<file path="config.mk">
export PLATFORM = sky130hd
export DESIGN_NAME = fcri_fdc
export DESIGN_NICKNAME = d
export VERILOG_FILES = /design/src/floppy_controller_register_interface_core_macros.svh /design/src/fcri_pkg.sv /design/src/fcri_fdc.sv
export SDC_FILE = /design/constraint.sdc
export NUM_CORES = 1
export LEC_CHECK = 0
export ABC_CLOCK_PERIOD_IN_PS = 7100
export BUFFER_PORTS_ARGS = -buffer_cell sky130_fd_sc_hd__buf_2
export CORE_ASPECT_RATIO = 1.5
export CORE_UTILIZATION = 55
export CTS_CLUSTER_DIAMETER = 100
export CTS_CLUSTER_SIZE = 16
export DETAILED_ROUTE_END_ITERATION = 10
export PLACE_DENSITY_LB_ADDON = 0.08
export RECOVER_POWER = 100
export SLEW_MARGIN = 20
export SYNTH_ARGS = -nofsm -noshare
export SYNTH_HDL_FRONTEND = slang
export SYNTH_SLANG_ARGS = --single-unit
</file>
<file path="constraint.sdc">
create_clock -name i_clk -period 7.1 [get_ports i_clk]
set_input_delay 2.13 -clock i_clk [delete_from_list [all_inputs] [get_ports i_clk]]
set_output_delay 2.13 -clock i_clk [all_outputs]
set_load 0.05 [all_outputs]
</file>
<file path="src/floppy_controller_register_interface_core_macros.svh">
// Assertion macros for the floppy controller register interface.
`ifndef FLOPPY_CONTROLLER_REGISTER_INTERFACE_CORE_MACROS_SVH
`define FLOPPY_CONTROLLER_REGISTER_INTERFACE_CORE_MACROS_SVH

`ifndef ASSERT_OFF
`define FCRI_ASSERT_CLK(lbl, clk, rst_n, prop, msg) \
    lbl: assert property (@(posedge clk) disable iff (!rst_n) prop) else $error(msg);
`define FCRI_ASSERT(lbl, prop, msg) \
    lbl: assert property (@(posedge i_clk) disable iff (!i_rst_n) prop) else $error(msg);
`else
`define FCRI_ASSERT_CLK(lbl, clk, rst_n, prop, msg)
`define FCRI_ASSERT(lbl, prop, msg)
`endif

`endif

</file>
<file path="src/fcri_pkg.sv">
// Types and constants shared by the floppy controller register interface.
package fcri_pkg;

    typedef struct packed {
        logic       mode;
        logic [7:0] port;
        logic [7:0] write_data;
    } t_in_beat;

    typedef struct packed {
        logic [7:0] read_data;
        logic       forwarded;
    } t_out_beat;

    typedef struct packed {
        logic       push;
        logic       pop;
        logic [1:0] idx;
        logic [7:0] data;
    } t_buf_req;

    typedef struct packed {
        logic       cmd_wr;
        logic       res_rd;
        logic [7:0] data;
    } t_fdc_req;

    localparam logic MODE_WRITE = 1'b1;

    localparam logic [7:0] PORT_MODE_A     = 8'hB1;
    localparam logic [7:0] PORT_MODE_B     = 8'hB5;
    localparam logic [7:0] PORT_ID_A       = 8'hB2;
    localparam logic [7:0] PORT_ID_B       = 8'hB6;
    localparam logic [7:0] PORT_BUF_FIRST  = 8'hD0;
    localparam logic [7:0] PORT_BUF_STACK  = 8'hD3;
    localparam logic [7:0] PORT_BUF_ZERO   = 8'hD4;
    localparam logic [7:0] PORT_BUF_LAST   = 8'hD7;
    localparam logic [7:0] PORT_STATUS     = 8'hDC;
    localparam logic [7:0] PORT_DATA       = 8'hDD;

    localparam logic [7:0] ID_VALUE        = 8'h03;
    localparam logic [7:0] NO_DATA         = 8'hFF;
    localparam int         EXT_BIT         = 2;

    localparam int         DRIVE_COUNT     = 2;
    localparam int         CMD_KEEP        = 6;
    localparam logic [3:0] CMD_MAX         = 4'd9;
    localparam int         RES_DEPTH       = 7;

    localparam logic [3:0] OP_WRITE_DATA   = 4'h5;
    localparam logic [3:0] OP_READ_DATA    = 4'h6;
    localparam logic [3:0] OP_RECALIBRATE  = 4'h7;
    localparam logic [3:0] OP_SENSE_INT    = 4'h8;
    localparam logic [3:0] OP_SEEK         = 4'hF;

    localparam logic [3:0] CMD_LEN_TABLE [16] = '{
        4'd0, 4'd0, 4'd0, 4'd3, 4'd2, 4'd9, 4'd9, 4'd2,
        4'd1, 4'd0, 4'd0, 4'd0, 4'd0, 4'd6, 4'd0, 4'd3
    };

    localparam logic [7:0] ST0_DRIVE_ABSENT = 8'h08;
    localparam logic [7:0] ST0_SEEK_DONE    = 8'h20;
    localparam logic [7:0] ST0_ABNORMAL     = 8'h40;
    localparam logic [7:0] ST0_INVALID      = 8'h80;
    localparam logic [7:0] MS_DATA_READY    = 8'h80;
    localparam logic [7:0] MS_TO_HOST       = 8'h40;

endpackage

</file>
<file path="src/fcri_fdc.sv">
// Command collection, command execution, result stack and status registers.
module fcri_fdc (
    input  logic               i_clk,
    input  logic               i_rst_n,
    input  logic               i_go,
    input  fcri_pkg::t_fdc_req i_req,
    input  logic [1:0]         i_drives_present,
    output logic [7:0]         o_res_data,
    output logic [7:0]         o_main_status
);
    import fcri_pkg::*;

    logic [7:0] r_cmd [CMD_KEEP];
    logic [3:0] r_cmd_cnt;
    logic [7:0] r_res [RES_DEPTH];
    logic [2:0] r_res_cnt;
    logic [7:0] r_seek_status;
    logic [7:0] r_seek_cyl;
    logic       r_seek_done;
    logic [7:0] r_main;

    logic [7:0] w_cmd [CMD_KEEP];
    logic [3:0] w_slot;
    logic [3:0] w_next_cnt;
    logic [3:0] w_op;
    logic [3:0] w_len;
    logic       w_run;
    logic [1:0] w_drv;
    logic       w_ready;
    logic [7:0] w_cyl;

    function automatic logic drive_ready(input logic [1:0] drv, input logic [1:0] present);
        logic ok;
        ok = 1'b0;
        if (drv == 2'd0) begin
            ok = present[0] && (DRIVE_COUNT > 0);
        end else if (drv == 2'd1) begin
            ok = present[1] && (DRIVE_COUNT > 1);
        end
        return ok;
    endfunction

    always_comb begin
        w_slot = (r_cmd_cnt >= CMD_MAX) ? 4'd0 : r_cmd_cnt;
        for (int k = 0; k < CMD_KEEP; k++) begin
            w_cmd[k] = (w_slot == 4'(k)) ? i_req.data : r_cmd[k];
        end
    end

    assign w_next_cnt = w_slot + 4'd1;
    assign w_op       = w_cmd[0][3:0];
    assign w_len      = CMD_LEN_TABLE[w_op];
    assign w_run      = (w_len != 4'd0) && (w_len == w_next_cnt);
    assign w_drv      = w_cmd[1][1:0];
    assign w_ready    = drive_ready(w_drv, i_drives_present);
    assign w_cyl      = (w_op == OP_RECALIBRATE) ? 8'h00 : w_cmd[2];

    always_ff @(posedge i_clk) begin
        if (!i_rst_n) begin
            for (int k = 0; k < CMD_KEEP; k++) begin
                r_cmd[k] <= '0;
            end
            for (int k = 0; k < RES_DEPTH; k++) begin
                r_res[k] <= '0;
            end
            r_cmd_cnt     <= '0;
            r_res_cnt     <= '0;
            r_seek_status <= '0;
            r_seek_cyl    <= '0;
            r_seek_done   <= 1'b0;
            r_main        <= MS_DATA_READY;
        end else if (i_go) begin
            if (i_req.cmd_wr) begin
                for (int k = 0; k < CMD_KEEP; k++) begin
                    if (w_slot == 4'(k)) begin
                        r_cmd[k] <= i_req.data;
                    end
                end
                if (w_len == 4'd0) begin
                    r_cmd_cnt <= '0;
                end else if (w_run) begin
                    r_cmd_cnt <= '0;
                    case (w_op)
                        OP_WRITE_DATA, OP_READ_DATA: begin
                            r_res[0]  <= w_cmd[5];
                            r_res[1]  <= w_cmd[4];
                            r_res[2]  <= w_cmd[3];
                            r_res[3]  <= w_cmd[2];
                            r_res[4]  <= 8'h00;
                            r_res[5]  <= 8'h00;
                            r_res[6]  <= w_ready ? 8'h00 : ST0_DRIVE_ABSENT;
                            r_res_cnt <= 3'd7;
                            r_main    <= MS_DATA_READY | MS_TO_HOST;
                        end
                        OP_SENSE_INT: begin
                            if (r_seek_done) begin
                                r_seek_done <= 1'b0;
                                r_res[0]    <= r_seek_cyl;
                                r_res[1]    <= r_seek_status;
                            end else begin
                                r_res[0] <= 8'h00;
                                r_res[1] <= ST0_INVALID;
                            end
                            r_res_cnt <= 3'd2;
                            r_main    <= MS_DATA_READY | MS_TO_HOST;
                        end
                        OP_RECALIBRATE, OP_SEEK: begin
                            r_res_cnt <= '0;
                            if (w_op == OP_RECALIBRATE) begin
                                r_cmd[2] <= 8'h00;
                            end
                            if (!w_ready) begin
                                r_seek_status <= ST0_ABNORMAL | ST0_SEEK_DONE | ST0_DRIVE_ABSENT
                                               | {6'b0, w_drv};
                                r_seek_done   <= 1'b0;
                                r_seek_cyl    <= 8'h00;
                            end else begin
                                r_seek_status <= ST0_SEEK_DONE | {6'b0, w_drv};
                                r_seek_done   <= 1'b1;
                                r_seek_cyl    <= w_cyl;
                            end
                        end
                        default: begin
                            r_res_cnt <= '0;
                        end
                    endcase
                end else begin
                    r_cmd_cnt <= w_next_cnt;
                end
            end
            if (i_req.res_rd && (r_res_cnt != 3'd0)) begin
                if (r_res_cnt == 3'd1) begin
                    r_main <= MS_DATA_READY;
                end
                r_res_cnt <= r_res_cnt - 3'd1;
            end
        end
    end

    assign o_res_data    = (r_res_cnt != 3'd0) ? r_res[3'(r_res_cnt - 3'd1)] : NO_DATA;
    assign o_main_status = r_main;

endmodule

</file>
# Word level (Yosys, flattened, before mapping)
# Memories as Yosys holds them, arrays and structs flattened.
# Cells that the tools add are included.
[op_classes]
n_addsub = 2
n_lt_le_gt_ge = 2
eq_ne = 14
muxes = 111
n_bitwise = 20
reduce_logical = 17
[ops]
columns = ["cell", "n"]
rows = [
  ["$mux 8", 31],
  ["$mux 1", 65],
  ["$mux 4", 7],
  ["$eq 4x3->1 const B", 5],
  ["$or 1x1->1", 18],
  ["$mux 3", 4],
  ["$reduce_and 5->1", 2],
  ["$eq 4x2->1 const B", 2],
  ["$eq 4x4->1 const B", 2],
  ["$logic_not 4->1", 2],
  ["$mux 7", 1],
  ["$pmux 3 s2", 1],
  ["$reduce_bool 2->1", 3],
  ["$ge 5x5->1 const B", 1],
  ["$not 4->5", 1],
  ["$add 4x1->4 const B", 1],
  ["$eq 4x1->1 const B", 1],
  ["$eq 4x4->1", 1],
  ["$ge 4x4->1 const B", 1],
  ["$reduce_and 4->1", 1],
  ["$reduce_bool 4->1", 1],
  ["$reduce_or 2->1", 2],
  ["$eq 3x1->1 const B", 1],
  ["$reduce_bool 3->1", 1],
  ["other kinds (10)", 11],
]
[word_totals]
register_bits = 32
mem_bits_rw = 104
romBits = 64
output_inout_bits = 16
elab_cells = 175
memories = 3
[mem_list]
columns = ["memory", "words", "width", "rd", "rd_clocked_by_memory_dff", "write_ports", "line_no", "rtl"]
rows = [
  ["(no name shown)", 16, 4, 1, 0, 0, "fcri_fdc.sv:52", "assign w_len = CMD_LEN_TABLE[w_op];"],
  ["r_res", 7, 8, 1, 0, 7, "fcri_fdc.sv:15", "logic [7:0] r_res [RES_DEPTH];"],
  ["r_cmd", 6, 8, 6, 0, 6, "fcri_fdc.sv:13", "logic [7:0] r_cmd [CMD_KEEP];"],
]

# Longest topological paths before layout
# Gate-level depths: netlist of the first run.
[logic_depth]
word_depth = 19
depth_mapped = 16
ltp_nobuf = 14

# Worst setup path before layout of the first run
# No wires, ideal clock.
[synth_path]
kind = "input port to flip-flop"
start = "in i_req[1] (netlist name)"
end = "mem r_cmd[2][0], enable pin"
setup_time_ns = 0.384
arrival_ns = 4.940
required_time_ns = 6.716
path_slack_ns = 1.776
cell_stages = 11
n_path_buf = 2
cell_sequence = "clkbuf_1 mux2_2 ha_1 nand2b_1 a32oi_1 nand2_1 o21ai_0 or3b_2 clkbuf_1 o31a_1 o21ai_0"
[synth_lines]
columns = ["item", "line_no", "rtl"]
rows = [
  ["start, declared", "fcri_fdc.sv:6", "input fcri_pkg::t_fdc_req i_req,"],
  ["end, declared", "fcri_fdc.sv:13", ""],
]

==> flow_summary.json, run 1 <==
{
  "clock-root-buffer": "clkbuf_16",
  "fmax_mhz": 178,
  "port_buffers": 30,
  "start_util": 0.568,
  "synth_fa_ha_area_frac": 0.0261,
  "track_usage": 0.268,
  "avgSynthCellArea_um2": 10.3,
  "num_rows": 43,
  "whs_path_depth": 1,
  "synth_top_family_by_area": "simple AND/OR/NAND/NOR gates",
  "netlist_top_cells_area": "edfxtp_1 40%, dfxtp_1 11%, mux2i_1 7.4%",
  "vias": 3806,
  "final_cells": 642,
  "route.detailed.drc": 0,
  "cts_hold_buf": 0,
  "yosysTopAreaCellShare": 0.398,
  "peakVddDrop_uv": 166,
  "synth_compound_area_frac": 0.112,
  "grt_pass1_vias": 3687,
  "core_um2": 9310,
  "die_h_um": 122,
  "synth-edff-count": 70,
  "worst_slew_pin_slew_ps": 1460,
  "yosys_most_used_dff": "edfxtp_1",
  "clock_sinks": 99,
  "clock_path_buffers": 2,
  "gp_congestion": 0.861,
  "clk_pin_slew_ps": 70,
  "dpl.hpwl_mm": 8.97,
  "synthMuxAreaShare": 0.117,
  "cp-end-kind": "register",
  "outcome": "finished with violations",
  "die_area_um2": 10000,
  "postCtsResizedCells": 0,
  "ys_ff_latch": 99,
  "power.density_nw_per_um2": 242,
  "fin_nets": 551,
  "syn_area_um2": 5280,
  "drive_above_1_share": 0.0943,
  "antenna_left": 0,
  "first_iter_violations": 363,
  "antenna_found_initial": 0,
  "cts_buffers": 9,
  "h-tree-depth": 3,
  "wirelength_mm": 12.1,
  "grt_max_degree": 32,
  "via_per_inst": 5.93,
  "final-setup-viol-count": 0,
  "critPathLaunchType": "primary input",
  "die_w_um": 82.0,
  "hold_viol": 0,
  "min_path_type": "reg -> reg",
  "whs_ps": 446,
  "synth-simple-area-share": 0.183,
  "design.portCount": 31,
  "synth.yosys.seq_area_share": 0.508,
  "antennaDiodeCount": 0,
  "synthCells": 512,
  "ys_types": 52,
  "p_leak_uw": 0.00214,
  "synth_warnings": 0,
  "overflow": 0,
  "slew_violations": 0,
  "min_period_ps": 5630,
  "rsz0062_at_grt": "false",
  "min_period_over_period": 0.793,
  "arrival_ps": 5760,
  "synthesis.nets": 538,
  "synth_xor_xnor_area_share": 0.00995,
  "slew_headroom": 0.0133,
  "maxCapViolCount": 1,
  "clk_latency_ps": 350,
  "yosys-top-cells-count": "70 x edfxtp_1, 64 x nand2_1, 39 x mux2i_1",
  "path_class": "in -> reg",
  "yosysMostFrequentCell": "edfxtp_1",
  "cts_setup_buffers": 0,
  "critPathRequiredTime_ps": 7230,
  "r2r_cells": 14,
  "syn_to_final_growth_pct": 7.84,
  "yosys.area.top_type": "edfxtp_1",
  "grt_pass1_wl_mm": 19.5,
  "crit_path_max_fanout": 31,
  "wire_per_inst_um": 18.8,
  "dp_cells": 626,
  "violations": "max-capacitance violations",
  "tritoncts": "yes",
  "synthArstFlopShare": 0,
  "drtPass1Iterations": 5,
  "fin_skew_ps": 9.40,
  "finalSetupTns_ps": 0
}
-- worst paths after layout --
path                     from  slack (ps)                to
max                  i_req[1]        1470       r_res[2][3]
min          o_main_status[7]         450  o_main_status[7]
max reg2reg      r_cmd_cnt[3]        1850       r_res[2][3]
min reg2reg  o_main_status[7]         450  o_main_status[7]
-- layout make-up --
cell class,instances,area [um2]
fillers,811,3610
flip-flops and latches,99,2680
multi-input cells,355,2350
clock buffers,12,246
repair buffers,33,141
well taps,112,140
inverters,27,101
clock inverters,4,33.8
-- placed cells by master (no fill, tap or decap), types with 3 or more instances in the layout --
| cell type | n |
|---|---|
| a21oi_1 | 33 |
| a311oi_1 | 4 |
| a31oi_1 | 7 |
| a32oi_1 | 3 |
| and2_0 | 16 |
| and3_1 | 8 |
| buf_2 | 11 |
| clkbuf_1 | 23 |
| clkbuf_16 | 9 |
| dfxtp_1 | 29 |
| edfxtp_1 | 70 |
| ha_1 | 11 |
| inv_1 | 26 |
| mux2_2 | 3 |
| mux2i_1 | 39 |
| mux4_2 | 7 |
| nand2_1 | 64 |
| nand2b_1 | 9 |
| nand3_1 | 12 |
| nor2_1 | 30 |
| nor3_1 | 17 |
| nor4_1 | 3 |
| nor4b_1 | 3 |
| o21ai_0 | 21 |
| o22ai_1 | 14 |
| o31a_1 | 3 |
| o31ai_1 | 3 |
| or2_2 | 8 |
| or3_1 | 3 |
| xnor2_1 | 6 |
-- cells by family (layout without fill, tap and decap cells) --
family	Yosys count	after routing
and+or+nand+nor	189	189
muxes	51	51
adders and majority gates	11	11
AOI/OAI and AO/OA	98	98
xor gates and xnor gates	6	6
DFF	99	99
buffers and inverters	58	76
-- per-stage QoR --
stage	util	power, uW	area [um2]	worst slack, ps
3_3_place_gp	0.587	928	5460	1500
3_5_place_dp	0.587	934	5460	1340
6_report	0.612	1380	5700	1470
5_1_grt	0.612	1440	5700	1090
2_1_floorplan	-	872	5280	1780
4_1_cts	0.617	1390	5740	1690
-- report_power, final --
part / switching [uW] / internal [uW] / total [uW]
registers: 16.0 / 637 / 652
clock network: 211 / 251 / 462
logic: 189 / 74.0 / 263
-- layer usage --
layer | track usage | up-vias | wire length (um)
met5 | 0 | - | 0
met1 | 0.371 | 1838 | 5380
met4 | 0.0669 | 0 | 115
met2 | 0.433 | 75 | 6160
met3 | 0.0472 | 9 | 405
li1 | - | 1884 | -
-- worst max-delay path, cell delays in order --
cell	delay, ps
clkbuf_1	200
mux2_1	410
inv_1	100
ha_1	230
nand3b_1	110
a21boi_0	150
mux2i_1	250
mux2i_1	140
o21ai_0	790
nand4_1	160
clkbuf_1	590
a21oi_1	480
-- sequential cells by signal (all words and copies together), names as in the netlist --
signal / cells
o_main_status: 8
r_cmd: 38
r_cmd_cnt: 4
r_res: 33
r_res_cnt: 3
r_seek_cyl: 8
r_seek_done: 1
r_seek_status: 4
Note: power is estimated with default switching activity, not from simulation.
==> run 2, diff against run 1 <==
ABC_CLOCK_PERIOD_IN_PS = 5330   (was 7100)
clock period = 5.33 ns   (was 7.1 ns; I/O delays follow)
==> run 2 against run 1 <==
  * The flow now finishes without violations
  * Design area increased by 1.4%
  * Final cell count increased by 1.1%
  * Flip-flop and latch count unchanged
  * Die area unchanged
  * Via count increased by 3.0%
  * Clock-buffer cell count decreased by 1
  * Critical path depth unchanged
  * Clock skew decreased by 5.4 ps
  * Clock power increased by 45%
  * Register-to-register slack got worse by 1200 ps
  * Combinational power increased by 37%
  * Critical path type is now reg -> reg
  * Largest cell class unchanged
==> flow_summary.json, run 2 (synthesis results as in run 1) <==
{
  "min_path_type": "reg -> reg",
  "wire_per_inst_um": 18.6,
  "dp_cells": 633,
  "power_uw": 1900,
  "arrival_ps": 4700,
  "cp-end-kind": "register",
  "grt_pass1_vias": 3761,
  "via_per_inst": 6.04,
  "p_switching_uw": 568,
  "drive_above_1_share": 0.108,
  "largest_reg_flops": 38,
  "place_ws_ps": 649,
  "path_class": "reg -> reg",
  "first_iter_violations": 299,
  "hp-start": "o_main_status[7]",
  "r2r_end": "r_res[1][5]",
  "maxCapViolCount": 0,
  "cts_buffers": 9,
  "fin_ws_ps": 629,
  "die_w_um": 82.0,
  "grt_pass1_wl_mm": 19.3,
  "antennaDiodeCount": 0,
  "critPathLaunchType": "register",
  "power.density_nw_per_um2": 328,
  "seq_area_um2": 2680,
  "multi_input_area_um2": 2370,
  "die_h_um": 122,
  "layout.filler_cells": 802,
  "antenna_left": 0,
  "gp_congestion": 0.903,
  "finalSetupTns_ps": 0,
  "slew_headroom": 0.203,
  "rsz0062_at_grt": "false",
  "final_cells": 649,
  "final_common_cell": "edfxtp_1",
  "crit_path_max_fanout": 12,
  "clock_path_buffers": 2,
  "clk_latency_ps": 350,
  "top_regs": "r_cmd: 38 flops, r_res: 33 flops",
  "seq_power_share": 0.458,
  "design.portCount": 31,
  "slew_violations": 0,
  "route.detailed.drc": 0,
  "critPathRequiredTime_ps": 5320,
  "postCtsResizedCells": 0,
  "wirelength_mm": 12.1,
  "utilization": 0.621,
  "clock-root-buffer": "clkbuf_16",
  "h-tree-depth": 3,
  "fin_nets": 558,
  "p_sw_frac": 0.299,
  "p_int_uw": 1330,
  "pwr-share-clk": 0.352,
  "hold_viol": 0,
  "clk_pin_slew_ps": 70,
  "min_period_ps": 4700,
  "die_area_um2": 10000,
  "drtPass1Iterations": 5,
  "vias": 3919,
  "port_buffers": 30,
  "regMostFlops": "r_cmd",
  "rr_startpoint": "r_cmd_cnt[3]",
  "dpl.hpwl_mm": 8.85,
  "num_rows": 43,
  "fmax_mhz": 213,
  "final-setup-viol-count": 0,
  "track_usage": 0.265,
  "tritoncts": "yes",
  "worst_slew_pin_slew_ps": 1180,
  "grt_max_degree": 32,
  "cts_setup_buffers": 0,
  "critPathCapture": "r_res[1][5]",
  "peakVddDrop_uv": 240,
  "p_leak_uw": 0.00218,
  "fin_skew_ps": 4.04,
  "r2r_cells": 12,
  "crit_start": "r_cmd_cnt[3]",
  "outcome": "finished clean",
  "overflow": 0,
  "clock_sinks": 99,
  "core_um2": 9310,
  "start_util": 0.568,
  "cts_hold_buf": 0,
  "final_cell_mix": "70 x edfxtp_1, 64 x nand2_1, 39 x mux2i_1, 33 x a21oi_1, 30 x nor2_1",
  "combPwrFrac": 0.189,
  "min_period_over_period": 0.882,
  "rrSetupSlack_ps": 630,
  "syn_to_final_growth_pct": 9.38,
  "antenna_found_initial": 0
}
## run 2: worst max-delay path, cell delays in order, from the launching register on
cell and delay (ps):
dfxtp_1 460, or4b_4 550, nand3_1 110, clkbuf_1 440
mux2_1 430, ha_1 320, nand2b_1 60, a32oi_1 240
nand2_1 70, o21ai_0 290, or4b_1 670, o31ai_1 260
clkbuf_1 430
## run 2: layer usage
metal | up-vias | track usage | routed length (um)
li1 | 1896 | - | -
met1 | 1915 | 0.345 | 5320
met2 | 90 | 0.431 | 6100
met3 | 18 | 0.0502 | 431
met4 | 0 | 0.0998 | 212
met5 | - | 0 | 0
## run 2: worst min path at each step
stage,endpoint,cells after the start
floorplan,r_res_cnt[1],2
finish,o_main_status[7],1
global placement,o_main_status[7],1
global route,o_main_status[7],1
detailed placement,o_main_status[7],1
CTS,o_main_status[7],1
## run 2: per-stage QoR
step                instance area (um2)  hold WS (ps)
floorplan                          5280           435
global placement                   5520           420
detailed placement                 5520           432
CTS                                5820           449
global route                       5780           470
finish                             5780           448
## run 2: layout make-up
cell class | instances | share of cell area
timing repair buffer | 40 | 0.0320
clock inverter | 5 | 0.0104
clock buffer | 11 | 0.0420
inverter | 27 | 0.0175
sequential | 99 | 0.464
tap | 112 | 0.0243
multi-input combinational | 355 | 0.409
## run 2: power by group through the flow
stage               clock network, uW  registers (uW)  logic, uW
floorplan                           0             872        289
detailed placement                  0             887        365
CTS                               672             870        367
global route                      704             873        393
finish                            669             869        360
global placement                    0             885        358
==> run 3, diff against run 2 <==
CTS_BUF_LIST = sky130_fd_sc_hd__clkbuf_2 sky130_fd_sc_hd__clkbuf_4 sky130_fd_sc_hd__clkbuf_8   (was not set)
==> run 3 against run 2 <==
  * Total power fell by 8.8%
  * Routed wire length shrank 0.70%
  * Clock power is 25% lower
  * Final cell count unchanged
  * Via count fell by 0.64%
==> flow_summary.json, run 3 (synthesis results as in run 1) <==
{
  "min_period_ps": 4760,
  "track_usage": 0.263,
  "h-tree-depth": 3,
  "min_path_type": "reg -> reg",
  "antennaDiodeCount": 0,
  "clk_latency_ps": 370,
  "die_h_um": 122,
  "grt_pass1_wl_mm": 19.2,
  "fin_nets": 558,
  "arrival_ps": 4780,
  "pwr-share-clk": 0.291,
  "hold_viol": 0,
  "rrSetupSlack_ps": 570,
  "wire_per_inst_um": 18.5,
  "outcome": "finished clean",
  "fmax_mhz": 210,
  "final_cell_mix": "70 x edfxtp_1, 64 x nand2_1, 39 x mux2i_1, 33 x a21oi_1, 30 x nor2_1",
  "cp-end-kind": "register",
  "power.density_nw_per_um2": 305,
  "top_regs": "r_cmd: 38 flops, r_res: 33 flops",
  "hp-start": "o_main_status[7]",
  "p_sw_frac": 0.314,
  "worst_slew_pin_slew_ps": 1170,
  "clock_path_buffers": 2,
  "maxCapViolCount": 0,
  "r2r_end": "r_cmd[2][6]",
  "p_int_uw": 1190,
  "cts_hold_buf": 0,
  "min_period_over_period": 0.893,
  "rsz0062_at_grt": "false",
  "die_area_um2": 10000,
  "slew_headroom": 0.210,
  "crit_path_max_fanout": 12,
  "final_common_cell": "edfxtp_1",
  "start_util": 0.568,
  "cts_buffers": 9,
  "whs_path_depth": 1,
  "p_switching_uw": 544,
  "power_uw": 1730,
  "finalSetupTns_ps": 0,
  "regMostFlops": "r_cmd",
  "whs_endpoint": "o_main_status[7]",
  "critPathLaunchType": "register",
  "clock_sinks": 99,
  "peakVddDrop_uv": 198,
  "grt_pass1_vias": 3699,
  "critPathRequiredTime_ps": 5360,
  "num_rows": 43,
  "drtPass1Iterations": 5,
  "core_um2": 9310,
  "p_leak_uw": 0.00214,
  "antenna_found_initial": 0,
  "postCtsResizedCells": 0,
  "r2r_cells": 13,
  "combPwrFrac": 0.207,
  "first_iter_violations": 255,
  "clk_pin_slew_ps": 90,
  "rr_startpoint": "r_cmd_cnt[3]",
  "slew_violations": 0,
  "grt_max_degree": 32,
  "gp_congestion": 0.903,
  "via_per_inst": 6.00,
  "final-setup-viol-count": 0,
  "drive_above_1_share": 0.108,
  "clock-root-buffer": "clkbuf_8",
  "largest_reg_flops": 38,
  "path_class": "reg -> reg",
  "design.portCount": 31,
  "dpl.hpwl_mm": 8.85,
  "syn_to_final_growth_pct": 7.46,
  "route.detailed.drc": 0,
  "fin_skew_ps": 9.92,
  "seq_power_share": 0.502,
  "tritoncts": "yes",
  "vias": 3894,
  "die_w_um": 82.0,
  "antenna_left": 0,
  "wirelength_mm": 12.0,
  "port_buffers": 30,
  "overflow": 0,
  "cts_setup_buffers": 0
}
[run 3: how the worst max path moves through the flow]
stage | start | endpoint | depth (start not counted)
floorplan | i_req[1] | r_cmd[2][0] | 11
global placement | i_req[1] | r_seek_cyl[4] | 10
detailed placement | i_req[1] | r_seek_cyl[7] | 10
CTS | r_res_cnt[0] | o_res_data[4] | 6
global route | r_cmd_cnt[3] | r_res[1][7] | 12
finish | r_cmd_cnt[3] | r_cmd[2][6] | 13
[run 3: worst max-delay path: stages (launching register included)]
cell	delay [ps]
dfxtp_1	470
or4b_4	550
nand3_1	110
clkbuf_1	450
mux2_1	430
ha_1	320
nand2b_1	60
a32oi_1	240
nand2_1	70
o21ai_0	270
or3b_2	600
o31a_1	310
o21ai_0	140
clkbuf_1	390
[run 3: layout make-up]
cell class | instances | area (um2)
Multi-Input combinational cell | 355 | 2370
Fill cell | 824 | 3630
Clock inverter | 5 | 60.1
Tap cell | 112 | 140
Sequential cell | 99 | 2680
Inverter | 27 | 101
Clock buffer | 11 | 145
Timing Repair Buffer | 40 | 181
[run 3: power by group through the flow]
stage	registers [uW]	clock network, uW	logic, uW
floorplan	872	0	289
global placement	885	0	358
detailed placement	887	0	365
CTS	869	507	367
global route	873	539	393
finish	869	504	359
[run 3: metrics by stage]
| stage | std cells | instance area (um2) | util | hold WS (ps) | setup WS (ps) |
|---|---|---|---|---|---|
| 6_report | 649 | 5680 | 0.610 | 455 | 573 |
| 3_3_place_gp | 633 | 5520 | 0.593 | 420 | 712 |
| 5_1_grt | 649 | 5680 | 0.610 | 477 | 366 |
| 4_1_cts | 649 | 5720 | 0.615 | 456 | 829 |
| 2_1_floorplan | 512 | 5280 | - | 435 | 537 |
| 3_5_place_dp | 633 | 5520 | 0.593 | 432 | 649 |
[run 3: per-layer routing]
metal,GRT usage,vias to the layer above,share of wire
li1,-,1891,-
met1,0.349,1882,0.43
met2,0.430,107,0.51
met3,0.0412,14,0.047
met4,0.0954,0,0.016
met5,0,-,0
